===== src/srr_pkg.sv =====
// ----------------------------------------------------------------------------
// srr_pkg
// Shared types and constants for the selective-repeat receiver core.
// ----------------------------------------------------------------------------
package srr_pkg;

  localparam int SEQ_W        = 3;   // sequence number field width
  localparam int DATA_W       = 64;  // payload / data field width
  localparam int CFG_W        = 4;   // window_size register width
  localparam int TDATA_W      = 72;  // seq/ack + payload, padded to bytes
  localparam int MAX_RESULTS  = 9;
  localparam int MAX_DELIV    = MAX_RESULTS - 1;
  localparam int DCNT_W       = $clog2(MAX_RESULTS);

  localparam logic [CFG_W-1:0] WINDOW_RESET = CFG_W'(4);

  localparam logic KIND_ACK     = 1'b0;
  localparam logic KIND_DELIVER = 1'b1;

  // Controller to datapath
  typedef struct packed {
    logic capture;    // latch the incoming packet
    logic eval_load;  // emit the ack, store the packet if it is in the window
    logic rd_en;      // read the slot at window base
    logic dlv_load;   // emit the delivery, clear the slot, advance base
  } srr_cmd_t;

  // Datapath to controller
  typedef struct packed {
    logic ok;         // captured packet passed its checksum
    logic more_ack;   // a delivery follows the ack
    logic more_dlv;   // another delivery follows this one
    logic out_free;   // output register can take a result this cycle
  } srr_status_t;

endpackage


===== src/srr_ram.sv =====
// ----------------------------------------------------------------------------
// srr_ram
// Generic single-write, single-read RAM with registered read data.
// ----------------------------------------------------------------------------
module srr_ram #(
  parameter int WIDTH = 64,
  parameter int DEPTH = 8
) (
  input  logic                     clk,
  input  logic                     we,
  input  logic [$clog2(DEPTH)-1:0] waddr,
  input  logic [WIDTH-1:0]         wdata,
  input  logic                     re,
  input  logic [$clog2(DEPTH)-1:0] raddr,
  output logic [WIDTH-1:0]         rdata
);

  logic [WIDTH-1:0] mem [DEPTH];

  always_ff @(posedge clk) begin
    if (we) begin
      mem[waddr] <= wdata;
    end
    if (re) begin
      rdata <= mem[raddr];
    end
  end

endmodule


===== src/srr_ctrl.sv =====
// ----------------------------------------------------------------------------
// srr_ctrl
// Sequencer: one packet at a time; acks a good one, then walks the in-order run.
// ----------------------------------------------------------------------------
module srr_ctrl (
  input  logic                clk,
  input  logic                rst,
  input  logic                s_tvalid,
  output logic                s_tready,
  input  srr_pkg::srr_status_t st,
  output srr_pkg::srr_cmd_t    cmd
);

  import srr_pkg::*;

  typedef enum logic [3:0] {
    ST_IDLE = 4'b0001,
    ST_EVAL = 4'b0010,
    ST_READ = 4'b0100,
    ST_DLV  = 4'b1000
  } state_t;

  state_t state, state_next;

  assign s_tready = (state == ST_IDLE);

  always_comb begin
    state_next    = state;
    cmd           = '0;
    cmd.capture   = s_tvalid && (state == ST_IDLE);
    unique case (state)
      ST_IDLE: begin
        if (s_tvalid) begin
          state_next = ST_EVAL;
        end
      end
      ST_EVAL: begin
        // drop a packet with a bad checksum
        if (!st.ok) begin
          state_next = ST_IDLE;
        end else if (st.out_free) begin
          cmd.eval_load = 1'b1;
          state_next    = st.more_ack ? ST_READ : ST_IDLE;
        end
      end
      ST_READ: begin
        cmd.rd_en  = 1'b1;
        state_next = ST_DLV;
      end
      ST_DLV: begin
        if (st.out_free) begin
          cmd.dlv_load = 1'b1;
          state_next   = st.more_dlv ? ST_READ : ST_IDLE;
        end
      end
      default: begin
        state_next = ST_IDLE;
      end
    endcase
  end

  always_ff @(posedge clk) begin
    if (rst) begin
      state <= ST_IDLE;
    end else begin
      state <= state_next;
    end
  end

endmodule


===== src/srr_dp.sv =====
// ----------------------------------------------------------------------------
// srr_dp
// Datapath: window base, received bits, reorder RAM and the result register.
// ----------------------------------------------------------------------------
module srr_dp #(
  parameter int SEQ_SPACE    = 8,
  parameter int PAYLOAD_BITS = 64
) (
  input  logic                          clk,
  input  logic                          rst,
  input  logic                          cfg_we,
  input  logic [srr_pkg::CFG_W-1:0]     cfg_wdata,
  input  logic [srr_pkg::SEQ_W-1:0]     seq_num,
  input  logic                          checksum_ok,
  input  logic [srr_pkg::DATA_W-1:0]    payload,
  input  srr_pkg::srr_cmd_t             cmd,
  output srr_pkg::srr_status_t          st,
  input  logic                          m_tready,
  output logic                          m_tvalid,
  output logic                          out_kind,
  output logic [srr_pkg::SEQ_W-1:0]     out_ack,
  output logic [srr_pkg::DATA_W-1:0]    out_data,
  output logic                          out_last
);

  import srr_pkg::*;

  localparam int AW = $clog2(SEQ_SPACE);
  localparam int CW = ((AW > SEQ_W) ? AW : SEQ_W) + 1;
  localparam int DW = ((AW > CFG_W) ? AW : CFG_W) + 1;
  localparam logic [AW-1:0] BASE_LAST = AW'(SEQ_SPACE - 1);

  logic [CFG_W-1:0]        window_size;
  logic [AW-1:0]           base;
  logic [SEQ_SPACE-1:0]    rcv;
  logic [DCNT_W-1:0]       dcount;
  logic                    out_valid;

  logic [SEQ_W-1:0]        seq_r;
  logic                    ok_r;
  logic [PAYLOAD_BITS-1:0] pay_r;

  logic [AW-1:0]           seq_idx;
  logic [AW-1:0]           base_inc;
  logic [DW-1:0]           win_off;
  logic                    in_space;
  logic                    in_win;
  logic [PAYLOAD_BITS-1:0] rd_data;

  assign seq_idx  = AW'(seq_r);
  assign in_space = CW'(seq_r) < CW'(SEQ_SPACE);
  assign base_inc = (base == BASE_LAST) ? '0 : AW'(base + 1'b1);

  // distance from base, modulo the sequence space
  always_comb begin
    if (seq_idx >= base) begin
      win_off = DW'(seq_idx) - DW'(base);
    end else begin
      win_off = DW'(seq_idx) + DW'(SEQ_SPACE) - DW'(base);
    end
  end

  assign in_win = in_space && (win_off < DW'(window_size));

  assign st.ok       = ok_r;
  assign st.more_ack = in_win && ((seq_idx == base) || rcv[base]);
  assign st.more_dlv = (DCNT_W'(dcount + 1'b1) < DCNT_W'(MAX_DELIV)) && rcv[base_inc];
  assign st.out_free = !out_valid || m_tready;

  assign m_tvalid = out_valid;

  srr_ram #(
    .WIDTH (PAYLOAD_BITS),
    .DEPTH (SEQ_SPACE)
  ) u_slot_ram (
    .clk   (clk),
    .we    (cmd.eval_load && in_win),
    .waddr (seq_idx),
    .wdata (pay_r),
    .re    (cmd.rd_en),
    .raddr (base),
    .rdata (rd_data)
  );

  always_ff @(posedge clk) begin
    if (rst) begin
      window_size <= WINDOW_RESET;
      base        <= '0;
      rcv         <= '0;
      dcount      <= '0;
      out_valid   <= 1'b0;
    end else begin
      if (cfg_we) begin
        window_size <= cfg_wdata;
      end
      if (cmd.eval_load || cmd.dlv_load) begin
        out_valid <= 1'b1;
      end else if (m_tready) begin
        out_valid <= 1'b0;
      end
      if (cmd.eval_load) begin
        dcount <= '0;
        if (in_win) begin
          rcv[seq_idx] <= 1'b1;
        end
      end
      if (cmd.dlv_load) begin
        rcv[base] <= 1'b0;
        base      <= base_inc;
        dcount    <= DCNT_W'(dcount + 1'b1);
      end
    end
  end

  always_ff @(posedge clk) begin
    if (cmd.capture) begin
      seq_r <= seq_num;
      ok_r  <= checksum_ok;
      pay_r <= payload[PAYLOAD_BITS-1:0];
    end
    if (cmd.eval_load) begin
      out_kind <= KIND_ACK;
      out_ack  <= seq_r;
      out_data <= '0;
      out_last <= !st.more_ack;
    end else if (cmd.dlv_load) begin
      out_kind <= KIND_DELIVER;
      out_ack  <= '0;
      out_data <= DATA_W'(rd_data);
      out_last <= !st.more_dlv;
    end
  end

endmodule


===== src/selective_repeat_receiver_core.sv =====
// ----------------------------------------------------------------------------
// selective_repeat_receiver_core
// Selective-repeat ARQ receiver with reorder buffer and in-order delivery.
// ----------------------------------------------------------------------------
// Packets enter on the s_ stream: seq_num and payload in tdata, checksum_ok
// in tuser. Results leave on the m_ stream: tuser is the kind (0 = ack,
// 1 = delivery), tdata carries ack_num and data, tlast marks the final
// result of a packet. A bad-checksum packet produces nothing; one outside
// the window gets a single echo ack; one inside is stored, acked, and then
// the run of received slots from the window base is delivered in order.
// One packet is handled at a time. A packet is accepted, then evaluated, and
// each delivery waits for a registered read of the reorder RAM at the window
// base. s_tready returns high once the last result is loaded into the output
// register. A stalled m_tready holds the controller in place; nothing is lost.
// cfg_we writes window_size; the user must write it only while idle, which the
// block does not enforce. Reset (rst, synchronous) sets window_size to 4, the
// base to zero and clears all received marks; the RAM needs no clearing.
// ----------------------------------------------------------------------------
module selective_repeat_receiver_core #(
  parameter int SEQ_SPACE    = 8,
  parameter int PAYLOAD_BITS = 64
) (
  input  logic                          clk,
  input  logic                          rst,
  input  logic                          cfg_we,
  input  logic [srr_pkg::CFG_W-1:0]     cfg_wdata,   // window_size
  input  logic                          s_tvalid,
  output logic                          s_tready,
  input  logic [srr_pkg::TDATA_W-1:0]   s_tdata,     // seq_num[2:0], payload[66:3]
  input  logic                          s_tuser,     // checksum_ok
  output logic                          m_tvalid,
  input  logic                          m_tready,
  output logic [srr_pkg::TDATA_W-1:0]   m_tdata,     // ack_num[2:0], data[66:3]
  output logic                          m_tuser,     // kind
  output logic                          m_tlast      // last
);

  import srr_pkg::*;

  srr_cmd_t          cmd;
  srr_status_t       st;
  logic [SEQ_W-1:0]  out_ack;
  logic [DATA_W-1:0] out_data;

  srr_ctrl u_ctrl (
    .clk      (clk),
    .rst      (rst),
    .s_tvalid (s_tvalid),
    .s_tready (s_tready),
    .st       (st),
    .cmd      (cmd)
  );

  srr_dp #(
    .SEQ_SPACE    (SEQ_SPACE),
    .PAYLOAD_BITS (PAYLOAD_BITS)
  ) u_dp (
    .clk         (clk),
    .rst         (rst),
    .cfg_we      (cfg_we),
    .cfg_wdata   (cfg_wdata),
    .seq_num     (s_tdata[SEQ_W-1:0]),
    .checksum_ok (s_tuser),
    .payload     (s_tdata[SEQ_W +: DATA_W]),
    .cmd         (cmd),
    .st          (st),
    .m_tready    (m_tready),
    .m_tvalid    (m_tvalid),
    .out_kind    (m_tuser),
    .out_ack     (out_ack),
    .out_data    (out_data),
    .out_last    (m_tlast)
  );

  assign m_tdata = {(TDATA_W - SEQ_W - DATA_W)'(0), out_data, out_ack};

  // one packet in flight
  a_single_item: assert property (@(posedge clk) disable iff (rst)
    s_tvalid && s_tready |=> !s_tready)
    else $error("second transfer accepted while a packet is in work");

  // results are loaded only when the output register can take them
  a_load_free: assert property (@(posedge clk) disable iff (rst)
    (cmd.eval_load || cmd.dlv_load) |-> st.out_free)
    else $error("result loaded over a pending one");

  a_cmd_excl: assert property (@(posedge clk) disable iff (rst)
    $onehot0({cmd.eval_load, cmd.dlv_load, cmd.rd_en}))
    else $error("conflicting datapath commands");

  // a bad-checksum packet is dropped without producing a result
  a_drop_bad: assert property (@(posedge clk) disable iff (rst)
    s_tvalid && s_tready && !s_tuser |=> ##1 s_tready && !cmd.eval_load)
    else $error("bad-checksum packet not dropped");

endmodule


===== config.mk =====
export PLATFORM = sky130hd
export DESIGN_NAME = selective_repeat_receiver_core
export DESIGN_NICKNAME = d
export VERILOG_FILES = /design/src/srr_pkg.sv /design/src/srr_ram.sv /design/src/srr_ctrl.sv /design/src/srr_dp.sv /design/src/selective_repeat_receiver_core.sv
export SDC_FILE = /design/constraint.sdc
export NUM_CORES = 1
export LEC_CHECK = 0
export BUFFER_PORTS_ARGS = -buffer_cell sky130_fd_sc_hd__buf_4
export CORE_ASPECT_RATIO = 0.6
export CORE_MARGIN = 4
export CORE_UTILIZATION = 53
export CTS_CLUSTER_SIZE = 10
export DETAILED_ROUTE_END_ITERATION = 10
export PLACE_DENSITY = 0.71
export SLEW_MARGIN = 20
export SYNTH_ARGS = -nofsm -noshare
export SYNTH_HDL_FRONTEND = slang
export SYNTH_HIERARCHICAL = 1
export SYNTH_SLANG_ARGS = --single-unit

===== constraint.sdc =====
create_clock -name clk -period 20 [get_ports clk]
set_input_delay 2 -clock clk [delete_from_list [all_inputs] [get_ports clk]]
set_output_delay 2 -clock clk [all_outputs]
set_load 0.02 [all_outputs]

==> metrics.md <==
| Metric | Value |
|---|---|
| Post-synth top flop | edfxtp_1 |
| First-pass GRT wire length | 81,100 um |
| Synthesized area per cell | 21.2 um2 |
| CTS Buf Count | 83 |
| CTS H-tree lvls | 3 |
| TritonCTS Sinks | 737 |
| Grt total ovfl | 0 |
| Startpoint types | flip-flop |
| Port Buffers | 147 |
| Vias in the first global route | 13.1k |
| Area Overhead vs Synth | 16.0% |
| Crit-path max FO | 33 |
| Total Die Area | 0.0552 mm2 |
| Total number of vias | 12.6k |
| Worst-case clock buffer depth | 3 |
| CTS tree | yes |
| Count of cell types in the netlist | 47 |
| Arrival time at the worst endpoint | 5130 ps |
| Worst-Margin Slew | 1080 ps |
| Die H | 184 um |
| Share of synthesized flip-flops with an asynchronous set or reset | 0% |
| Gr usage total | 19.6% |
| Post-CTS setup buffer count | 0 |
| Worst VDD drop | 53.8 uV |
| Worst Setup End Kind | flip-flop |
| Hold buffers post-CTS | 0 |
| Slew HR | 27.8% |
| Synth Register Bits | 737 |
| Layout cell share with drive strength beyond 1 | 30.8% |
| Unrepaired setup endpoints after global routing | false |
| Top cells by area, synth | edfxtp_1 71%, mux4_2 11%, dfxtp_1 6.5% |
| Clk_lat worst skew | 610 ps |
| Max Clk Rate | 0.204 GHz |
| Share of the synthesized area in the top cell type | 71.4% |
| Clock root buffer | clkbuf_16 |
| P_leak | 10.2 nW |
| Most common cell in the netlist | edfxtp_1 |
| Post-route cell area | 0.0316 mm2 |
| Post-Syn Area | 0.0272 mm2 |
| Antenna violations before repair | 0 |
| Final setup fails | 0 |
| Worst Path Required | 20,220 ps |
| Hold crit path type | flip-flop to flip-flop |
| # DRC | 0 |
| Largest net degree at the start of global routing | 75 |
| Max Cap Viol | 0 |
| WL final | 53,700 um |
| Crit Path Category | flip-flop to flip-flop |
| Routed Antenna Nets | 0 |
| Clock-pin slew on the worst setup and hold paths | 60 ps |
| FP Rows | 64 |
| Final Max Slew Viols | 0 |
| Most frequent cells after synthesis | 648 x edfxtp_1, 130 x mux4_2, 98 x nor2_1, 89 x dfxtp_1, 78 x mux2i_1 |
| Synthesis warning total | 6 |
| Vias/cell | 5.62 |
| Final #Nets | 1,576 |
| Antenna cells | 0 |
| Yosys top cell by area | edfxtp_1 |
| Clock skew | 37.5 ps |
| GP Congestion | 0.747 |
| Post-DP Area | 0.0291 mm2 |
| Core region area | 0.0509 mm2 |
| Post-layout min period | 4910 ps |
| Sequential share of the synthesized area | 78.0% |
| Initial DRC count | 894 |
| Post-cts resize count | 0 |
| Initial core utilization | 53.5% |
| Status | finished clean |
| # IOs | 158 |
| Period utilisation layout | 24.5% |
| Power Dens Cells | 101 mW/mm2 |
| Pre-antenna DRT Iters | 5 |
| Wire length per cell | 23.9 um |
| Final Hold Viols | 0 |
| Die X-Extent | 301 um |
| DP HPWL | 27,800 um |
| Cells after Synth | 1,286 |
| Post-synth EDFFs | 648 |
| Setup TNS | 0 ps |
worst max-delay path, stage by stage (launching register included):
cell and delay [ps]:
edfxtp_1 550, inv_1 110, ha_1 170, inv_1 60, fa_1 350, inv_1 70, fa_1 180, nand2_1 70
xnor2_1 150, ha_1 230, or3_4 390, o22ai_4 340, and3_2 270, nand2_1 210, nor3_2 180, buf_4 520
buf_4 610
area by class of cell:
cell class              count  area (um2)
repair buffers            174        1310
clock buffers             150        2370
well taps                 693         867
fillers                  3544       19300
inverters                  16        60.1
flip-flops and latches    737       21300
clock inverters             5        98.8
multi-input cells         471        5650
placed cells by master (no fill, tap or decap), drive strengths merged, types with 6 or more instances in the layout:
| cell | instances |
|---|---|
| edfxtp | 648 |
| buf | 174 |
| clkbuf | 150 |
| mux4 | 130 |
| nor2 | 98 |
| dfxtp | 89 |
| mux2i | 78 |
| mux2 | 64 |
| inv | 20 |
| ha | 9 |
| a21oi | 8 |
| nand2 | 8 |
| nand2b | 7 |
| a31oi | 7 |
| nor3b | 6 |
| nor3 | 6 |
kinds of logic after synthesis:
kind of cell | after synthesis | synth area share, %
AO/OA/AOI/OAI | 36 | 1.04
buffers and inverters | 82 | 1.63
AND/OR/NAND/NOR | 143 | 2.41
multiplexers | 272 | 16.3
flip-flops | 737 | 78.0
XOR/XNOR | 4 | 0.129
adder cells (fa/ha/maj) | 11 | 0.560
other | 1 | 0.0138
sequential cells by signal, summed over array words and instances, names as in the netlist, 3 cells and up:
| register | count |
|---|---|
| u_dp/rcv | 8 |
| u_dp/dcount | 4 |
| u_dp/u_slot_ram/mem | 512 |
| u_ctrl/state | 4 |
| u_dp/out_data | 64 |
| u_dp/pay_r | 64 |
| u_dp/seq_idx | 3 |
| u_dp/base | 3 |
| u_dp/out_ack | 3 |
| u_dp/window_size | 4 |
| u_dp/u_slot_ram/rdata | 64 |
where the power goes:
| group | switching, W | internal (W) |
|---|---|---|
| clock network | 0.000572 | 0.000803 |
| registers | 0.0000366 | 0.00172 |
| logic | 0.0000439 | 0.0000231 |
metrics by stage:
| step | util (%) | total power, W | hold WS, ps | cells | setup slack [ps] |
|---|---|---|---|---|---|
| 2_1_floorplan | - | 0.00181 | 455 | 1290 | 12130 |
| 3_3_place_gp | 57.2 | 0.00185 | 447 | 2091 | 15170 |
| 3_5_place_dp | 57.2 | 0.00186 | 471 | 2091 | 15120 |
| 4_1_cts | 62.1 | 0.00324 | 484 | 2246 | 15080 |
| 5_1_grt | 62.1 | 0.00332 | 506 | 2246 | 14860 |
| 6_report | 62.1 | 0.00320 | 475 | 2246 | 15090 |
metal layers:
| layer | up-vias | track usage [%] | share of wire (%) |
|---|---|---|---|
| met5 | - | 0 | 0 |
| met4 | 0 | 4.71 | 1.5 |
| met3 | 75 | 3.82 | 4.9 |
| met2 | 297 | 31.4 | 49 |
| met1 | 6676 | 28.6 | 45 |
| li1 | 5568 | - | - |
final timing paths:
check | startpoint | end | slack [ps] | depth (start not counted)
max | u_dp/seq_idx[0] | u_dp/u_slot_ram/mem[4][30] | 15090 | 16
min reg2reg | u_dp/out_kind | u_dp/out_kind | 480 | 2
max reg2reg | u_dp/seq_idx[0] | u_dp/u_slot_ram/mem[4][30] | 15090 | 16
min | u_dp/out_kind | u_dp/out_kind | 480 | 2
Note: power is estimated with default switching activity, not from simulation.
